[src/rtl/plist_pkg.sv]
// Shared constants, codes and types for the packed list block.
package plist_pkg;

  localparam int DEPTH  = 128;
  localparam int ADDR_W = (DEPTH > 1) ? $clog2(DEPTH) : 1;
  localparam int CNT_W  = $clog2(DEPTH + 1);

  localparam int OP_W     = 2;
  localparam int VALUE_W  = 32;
  localparam int POS_W    = 7;
  localparam int STATUS_W = 2;
  localparam int INDEX_W  = 7;
  localparam int COUNT_W  = 8;

  typedef enum logic [OP_W-1:0] {
    OP_APPEND = 2'd0,
    OP_DELETE = 2'd1,
    OP_SEARCH = 2'd2
  } op_t;

  typedef enum logic [STATUS_W-1:0] {
    ST_OK       = 2'd0,
    ST_FULL     = 2'd1,
    ST_RANGE    = 2'd2,
    ST_NOTFOUND = 2'd3
  } status_t;

  typedef struct packed {
    logic              we;
    logic [ADDR_W-1:0] waddr;
    logic [VALUE_W-1:0] wdata;
    logic [ADDR_W-1:0] raddr;
  } mem_req_t;

endpackage

[src/rtl/plist_if.sv]
// Request and response channel interfaces of the packed list block.
interface plist_req_if import plist_pkg::*; ();
  logic                      valid;
  logic                      ready;
  logic [OP_W-1:0]           operation;
  logic signed [VALUE_W-1:0] value;
  logic [POS_W-1:0]          position;

  modport source (output valid, output operation, output value, output position,
                  input ready);
  modport sink (input valid, input operation, input value, input position,
                output ready);
endinterface

interface plist_rsp_if import plist_pkg::*; ();
  logic                valid;
  logic                ready;
  logic [STATUS_W-1:0] status;
  logic [INDEX_W-1:0]  found_index;
  logic [COUNT_W-1:0]  count;

  modport source (output valid, output status, output found_index, output count,
                  input ready);
  modport sink (input valid, input status, input found_index, input count,
                output ready);
endinterface

[src/rtl/plist_mem.sv]
// Entry store: one write port, one read port with registered read data.
module plist_mem import plist_pkg::*; (
  input  logic               clk,
  input  mem_req_t           req,
  output logic [VALUE_W-1:0] rdata
);

  logic [VALUE_W-1:0] mem [DEPTH];

  always_ff @(posedge clk) begin
    if (req.we) begin
      mem[req.waddr] <= req.wdata;
    end
    rdata <= mem[req.raddr];
  end

endmodule

[src/rtl/plist_ctrl.sv]
// Operation sequencer: append, shift-down delete, linear search, result register.
module plist_ctrl import plist_pkg::*; (
  input  logic               clk,
  input  logic               rst,
  plist_req_if.sink          req,
  plist_rsp_if.source        rsp,
  output mem_req_t           mem_req,
  input  logic [VALUE_W-1:0] rdata
);

  typedef enum logic [1:0] {
    S_IDLE,
    S_SHIFT,
    S_SCAN,
    S_EMIT
  } state_t;

  state_t              state;
  logic [CNT_W-1:0]    elem_count;
  logic [CNT_W-1:0]    rd_ptr;
  logic [ADDR_W-1:0]   wr_ptr;
  logic                pend;
  logic [VALUE_W-1:0]  key;
  status_t             res_status;
  logic [INDEX_W-1:0]  res_index;
  logic                out_valid;
  logic [STATUS_W-1:0] out_status;
  logic [INDEX_W-1:0]  out_index;
  logic [COUNT_W-1:0]  out_count;

  logic accept;
  logic full;
  logic issue;
  logic out_free;

  assign req.ready       = (state == S_IDLE);
  assign accept          = req.valid && req.ready;
  assign full            = (elem_count == CNT_W'(DEPTH));
  assign issue           = (rd_ptr < elem_count);
  assign out_free        = !out_valid || rsp.ready;
  assign rsp.valid       = out_valid;
  assign rsp.status      = out_status;
  assign rsp.found_index = out_index;
  assign rsp.count       = out_count;

  always_comb begin
    mem_req.we    = 1'b0;
    mem_req.waddr = wr_ptr;
    mem_req.wdata = rdata;
    mem_req.raddr = rd_ptr[ADDR_W-1:0];
    if (state == S_IDLE && accept && op_t'(req.operation) == OP_APPEND && !full) begin
      mem_req.we    = 1'b1;
      mem_req.waddr = elem_count[ADDR_W-1:0];
      mem_req.wdata = req.value;
    end else if (state == S_SHIFT && pend) begin
      // move the entry read last cycle one place down
      mem_req.we = 1'b1;
    end
  end

  always_ff @(posedge clk) begin
    if (rst) begin
      state      <= S_IDLE;
      elem_count <= '0;
      pend       <= 1'b0;
      out_valid  <= 1'b0;
    end else begin
      // the result load below takes over out_valid while emitting
      if (out_valid && rsp.ready && state != S_EMIT) begin
        out_valid <= 1'b0;
      end
      unique case (state)
        S_IDLE: begin
          if (accept) begin
            key       <= req.value;
            res_index <= '0;
            pend      <= 1'b0;
            case (op_t'(req.operation))
              OP_APPEND: begin
                if (full) begin
                  res_status <= ST_FULL;
                end else begin
                  elem_count <= elem_count + CNT_W'(1);
                  res_status <= ST_OK;
                end
                state <= S_EMIT;
              end
              OP_DELETE: begin
                if (32'(req.position) >= 32'(elem_count)) begin
                  res_status <= ST_RANGE;
                  state      <= S_EMIT;
                end else begin
                  wr_ptr <= ADDR_W'(req.position);
                  rd_ptr <= CNT_W'(req.position) + CNT_W'(1);
                  state  <= S_SHIFT;
                end
              end
              OP_SEARCH: begin
                rd_ptr <= '0;
                state  <= S_SCAN;
              end
              default: begin
                res_status <= ST_OK;
                state      <= S_EMIT;
              end
            endcase
          end
        end
        S_SHIFT: begin
          pend <= issue;
          if (issue) begin
            rd_ptr <= rd_ptr + CNT_W'(1);
          end
          if (pend) begin
            wr_ptr <= wr_ptr + ADDR_W'(1);
          end
          if (!pend && !issue) begin
            elem_count <= elem_count - CNT_W'(1);
            res_status <= ST_OK;
            state      <= S_EMIT;
          end
        end
        S_SCAN: begin
          if (pend && rdata == key) begin
            // data in hand came from the address issued last cycle
            res_status <= ST_OK;
            res_index  <= INDEX_W'(rd_ptr - CNT_W'(1));
            pend       <= 1'b0;
            state      <= S_EMIT;
          end else if (issue) begin
            rd_ptr <= rd_ptr + CNT_W'(1);
            pend   <= 1'b1;
          end else begin
            res_status <= ST_NOTFOUND;
            pend       <= 1'b0;
            state      <= S_EMIT;
          end
        end
        S_EMIT: begin
          if (out_free) begin
            out_valid  <= 1'b1;
            out_status <= res_status;
            out_index  <= res_index;
            out_count  <= COUNT_W'(elem_count);
            state      <= S_IDLE;
          end
        end
        default: begin
          state <= S_IDLE;
        end
      endcase
    end
  end

endmodule

[src/rtl/packed_list_append_delete_search.sv]
// Packed list top level: sequencer plus entry store.
//
//  channel  direction  payload
//  req      in         operation, value, position
//  rsp      out        status, found_index, count
//
// Append and unused codes go from accept through S_EMIT to the result register.
// Delete at position p moves every later entry one place down, one entry moved
// per cycle through the store's one read port and one write port. Search compares
// one entry per cycle and stops at the first hit. One item is worked at a time;
// req is ready again once its result is loaded, even if rsp is still stalled.
// Synchronous reset empties the list; the store itself is not cleared.
module packed_list_append_delete_search import plist_pkg::*; (
  input logic         clk,
  input logic         rst,
  plist_req_if.sink   req,
  plist_rsp_if.source rsp
);

  mem_req_t           mem_req;
  logic [VALUE_W-1:0] rdata;

  plist_ctrl u_ctrl (
    .clk     (clk),
    .rst     (rst),
    .req     (req),
    .rsp     (rsp),
    .mem_req (mem_req),
    .rdata   (rdata)
  );

  plist_mem u_mem (
    .clk   (clk),
    .req   (mem_req),
    .rdata (rdata)
  );

endmodule

[src/flat_wrapper.sv]
// flat-port wrapper written by rule: the top's interface ports become plain ports
module packed_list_append_delete_search_flat import plist_pkg::*;
  (clk, rst, req_valid, req_operation, req_value, req_position, req_ready, rsp_valid, rsp_status, rsp_found_index, rsp_count, rsp_ready);
  plist_req_if req_i ();
  plist_rsp_if rsp_i ();
  input logic clk;
  input logic rst;
  input wire logic [$bits(req_i.valid)-1:0] req_valid;
  input wire logic [$bits(req_i.operation)-1:0] req_operation;
  input wire logic [$bits(req_i.value)-1:0] req_value;
  input wire logic [$bits(req_i.position)-1:0] req_position;
  output wire logic [$bits(req_i.ready)-1:0] req_ready;
  output wire logic [$bits(rsp_i.valid)-1:0] rsp_valid;
  output wire logic [$bits(rsp_i.status)-1:0] rsp_status;
  output wire logic [$bits(rsp_i.found_index)-1:0] rsp_found_index;
  output wire logic [$bits(rsp_i.count)-1:0] rsp_count;
  input wire logic [$bits(rsp_i.ready)-1:0] rsp_ready;
  assign req_i.valid = req_valid;
  assign req_i.operation = req_operation;
  assign req_i.value = req_value;
  assign req_i.position = req_position;
  assign req_ready = req_i.ready;
  assign rsp_valid = rsp_i.valid;
  assign rsp_status = rsp_i.status;
  assign rsp_found_index = rsp_i.found_index;
  assign rsp_count = rsp_i.count;
  assign rsp_i.ready = rsp_ready;
  packed_list_append_delete_search u_core (.clk(clk), .rst(rst), .req(req_i), .rsp(rsp_i));
endmodule
[config.mk]
export PLATFORM = sky130hd
export DESIGN_NAME = packed_list_append_delete_search_flat
export DESIGN_NICKNAME = d
export VERILOG_FILES = /design/src/rtl/plist_pkg.sv /design/src/rtl/plist_if.sv /design/src/rtl/plist_mem.sv /design/src/rtl/plist_ctrl.sv /design/src/rtl/packed_list_append_delete_search.sv /design/src/flat_wrapper.sv
export SDC_FILE = /design/constraint.sdc
export NUM_CORES = 2
export LEC_CHECK = 0
export CAP_MARGIN = 20
export CELL_PAD_IN_SITES_DETAIL_PLACEMENT = 1
export CELL_PAD_IN_SITES_GLOBAL_PLACEMENT = 2
export CORE_MARGIN = 3
export CORE_UTILIZATION = 45
export DETAILED_ROUTE_END_ITERATION = 8
export DONT_BUFFER_PORTS = 1
export PLACE_DENSITY_LB_ADDON = 0.1
export SETUP_SLACK_MARGIN = 0.15
export SLEW_MARGIN = 10
export SYNTH_ARGS = -nofsm -noshare
export SYNTH_HDL_FRONTEND = slang
export SYNTH_SLANG_ARGS = --single-unit
export TNS_END_PERCENT = 30
[constraint.sdc]
create_clock -name clk -period 4.7 [get_ports clk]
set_input_delay 0 -clock clk [delete_from_list [all_inputs] [get_ports clk]]
set_output_delay 0 -clock clk [all_outputs]
set_load 0.01 [all_outputs]
==> impl_results.md <==
* Num rows at 220
* Clock slew at reported path FFs at 0.06 ns
* Port Buf Inserts at 0
* Fin crit share at 0.9106
* Clock sink total at 4213
* Relative slew slack at 0.1273
* Status: finished clean
* Int Pwr at 0.07639 W
* Pwr dens at 605.9 nW/um^2
* Worst Path Arrival at 5.10 ns
* Syn-to-layout area delta at 15.83%
* Total wire length at 557.9 mm
* Critical Path Source Type: flip-flop
* Die Ht at 608.5 um
* Yosys warning total at 0
* Min-Delay Path Class: input port to flip-flop
* Count of flip-flops with a built-in enable after synthesis at 4169
* Yosys reg bits at 4213
* Max Clock Skew at 0.05796 ns
* Synth top area cells: edfxtp_1 (77%), mux4_2 (13%), mux2i_1 (2.4%), nor2_1 (0.60%), dfxtp_1 (0.54%)
* Clk Latency, worst-skew pair at 0.98 ns
* Die X at 608.5 um
* Global-route wire length before repair at 755.9 mm
* Synth cell types at 76
* Clk buf depth at 4
* CP max-delay cell: edfxtp_1
* IR drop worst, VDD at 387.4 uV
* Layout cell share with drive strength beyond 1 at 0.2742
* Reg2reg end: u_core.u_mem.rdata[14]$_DFF_P_
* Initial antenna violation count at 40
* Static Leak at 59.88 nW
* Flop pwr share at 0.418
* Worst slew pin tran at 1.295 ns
* Asr flop ratio synth at 0
* Final Power at 0.1146 W
* CTS H-tree depth at 5
* M2 GR Usage at 0.4505
* Critical setup path kind: flip-flop to flip-flop
* Element type at the critical path end: flip-flop
* Final setup violating endpoints at 0
* Initial DRC Count at 12940
* DP HPWL at 346.2 mm
* Layout Nets at 8284
* Primary FF master, synth: edfxtp_1
* Max-cap violations at 0
* Synth Area per Inst at 21.75 um^2
* Core region area at 360300 um^2
* R2r setup slk at 0.42 ns
* Post-route antenna net violation count at 0
* DIE AREA at 370200 um^2
* Max stage delay on crit path at 0.79 ns
* Total gr overflow at 0
* Fin crit period at 4.280 ns
* Final-report hold violation count at 0
* CTS tree: built
* Final core utilization at 0.5250
* CTS root buf: clkbuf_16
* NetSw at 0.03823 W
* Met3 Track Usage GR at 0.05751
* Top Usage Layer GRT: met2
* Initial Util at 0.4533
* Met1 usage in global routing at 0.4347
* Routed wire per std cell at 41.79 um
* Cells after synthesis at 7510
* Reg area at 126100 um^2
* Number of global-route vias before repair at 85600
* Largest net degree at the start of global routing at 129
* Setup_tns at 0 ns
* Synthesized area at 163300 um^2
* Num ports at 64
* GR Util All Layers at 0.2986
* RSZ-0062 raised after global routing: false
* Area of the multi-input gates at 35760 um^2
* End of the critical path: u_core.u_mem.rdata[14]$_DFF_P_
* Synth area leader: edfxtp_1
* Max Freq at 0.2337 GHz
* R2r worst-path depth at 7
* Slew Viols, Final at 0
* DRT Pass-1 Iters at 6
* CTS Buf Count at 437
* Area share of the largest cell type after synthesis at 0.7665
* Worst Path Max Fanout at 18
* Sw frac at 0.3335
* CP startpoint: u_core.u_ctrl.rd_ptr[2]$_DFFE_PP_
* Clk pwr share at 0.297
* Post-synth net total at 7589
* DRC at 0
* Gpl congestion at 0.9062
* Most frequent cells in the layout: edfxtp_1 (4169), mux4_2 (928), clkbuf_16 (443)
* Most common cell after layout, fill and taps aside: edfxtp_1
* Required time of the critical path at 5.52 ns
* Crit-path cells: buf_4 -> nor2b_4 -> buf_4 -> nand2_1 -> a31oi_1 -> nand2_1 -> o22ai_1
* Filler cell count at 30970
* Post-synthesis sequential area ratio at 0.7719
* Combinational Power Share at 0.286
* Routed vias at 86060
* Reg2reg start: u_core.u_ctrl.rd_ptr[2]$_DFFE_PP_
* Vias per cell at 6.447
## area by class of cell
type | count | area share
well taps | 4773 | 0.03157
multi-input cells | 2864 | 0.1890
diodes | 15 | 0.0001984
flip-flops and latches | 4213 | 0.6664
clock buffers | 571 | 0.06156
repair buffers | 666 | 0.03925
inverters | 23 | 0.0005291
clock inverters | 224 | 0.01145
## through the flow
step	hold WS, ns	cell area (um^2)	setup slack [ns]	instances
detailed placement	0.07784	174500	0.2932	12460
CTS	0.0001571	189100	0.2613	13330
global placement	0.07346	174400	0.2007	12450
global route	0.04796	189200	0.2766	13340
floorplan	0.09887	163300	0.5977	7510
finish	0.06817	189200	0.4203	13350
## power by group through the flow
stage / logic, W / clock network, W / registers [W]
after global placement: 0.0318 / 0 / 0.0486
after CTS: 0.0326 / 0.0345 / 0.0478
after detailed placement: 0.0324 / 0 / 0.0486
final: 0.0328 / 0.0340 / 0.0479
after global routing: 0.0338 / 0.0360 / 0.0478
after floorplan: 0.0161 / 0 / 0.0485
## state kept, by name, indices dropped and copies added (netlist names), 8 cells and up
register,count
u_core.u_mem.mem,4096
u_core.u_ctrl.rd_ptr,8
u_core.u_ctrl.key,32
u_core.u_mem.rdata,32
u_core.u_ctrl.rsp.count,8
u_core.u_ctrl.elem_count,8
## worst max-delay path: cells and delay by family, from the launching register on
family	cells	cell delay (ns)
simple gates	3	1.21
compound gates	2	1.21
buf+inv	2	0.88
flops	1	0.79
## routing by layer
layer  up-vias  wire length, um
li1      33150                -
met2      4486           252600
met3       799            51940
met4        10            23910
met5         -               68
met1     47620           229400
## Yosys cell counts (17+ instances only)
| master | instances |
|---|---|
| nand2b_1 | 18 |
| mux2_2 | 61 |
| mux2i_1 | 388 |
| buf_2 | 97 |
| inv_1 | 18 |
| o22ai_1 | 91 |
| o21ai_0 | 67 |
| buf_4 | 43 |
| buf_6 | 68 |
| o21ai_1 | 37 |
| nor2_1 | 259 |
| a22oi_1 | 58 |
| a31oi_1 | 33 |
| nand2_1 | 190 |
| edfxtp_1 | 4169 |
| ha_1 | 33 |
| buf_1 | 35 |
| a221oi_1 | 33 |
| a211oi_1 | 38 |
| a22o_1 | 28 |
| xnor2_1 | 47 |
| nor3_1 | 33 |
| nand3_1 | 49 |
| nand4_1 | 21 |
| o221ai_1 | 85 |
| a21o_1 | 17 |
| clkbuf_1 | 141 |
| mux4_2 | 928 |
| nor2b_1 | 23 |
| dfxtp_1 | 44 |
| a21oi_1 | 129 |
| o211ai_1 | 29 |
| buf_8 | 18 |
## worst min path at each step
stage / start / endpoint / cells past startpoint
floorplan: req_value[0] / u_core.u_ctrl.key[0]$_DFFE_PP_ / 0
global placement: rst / u_core.u_ctrl.elem_count[7]$_SDFFE_PP0P_ / 1
detailed placement: rst / u_core.u_ctrl.elem_count[7]$_SDFFE_PP0P_ / 1
CTS: req_position[4] / u_core.u_ctrl.wr_ptr[4]$_DFFE_PP_ / 3
global route: req_position[4] / u_core.u_ctrl.wr_ptr[4]$_DFFE_PP_ / 3
finish: req_position[4] / u_core.u_ctrl.wr_ptr[4]$_DFFE_PP_ / 3
## what timing repair did
item	CTS	global route
setup endpoints to repair	0	112
buffers inserted	0	0
gates resized for setup	0	2
endpoints found under the hold margin	2547	0
hold buffers	83	0
## kinds of logic after synthesis
group / after synthesis / share of synthesized area
flops: 4213 / 0.7719
mux: 1393 / 0.1571
compound gates: 735 / 0.03114
simple gates: 644 / 0.01730
buf+inv: 433 / 0.01685
xor+xnor: 58 / 0.003110
fa+ha+maj: 34 / 0.002651
Power figures use the tool's default switching activity.
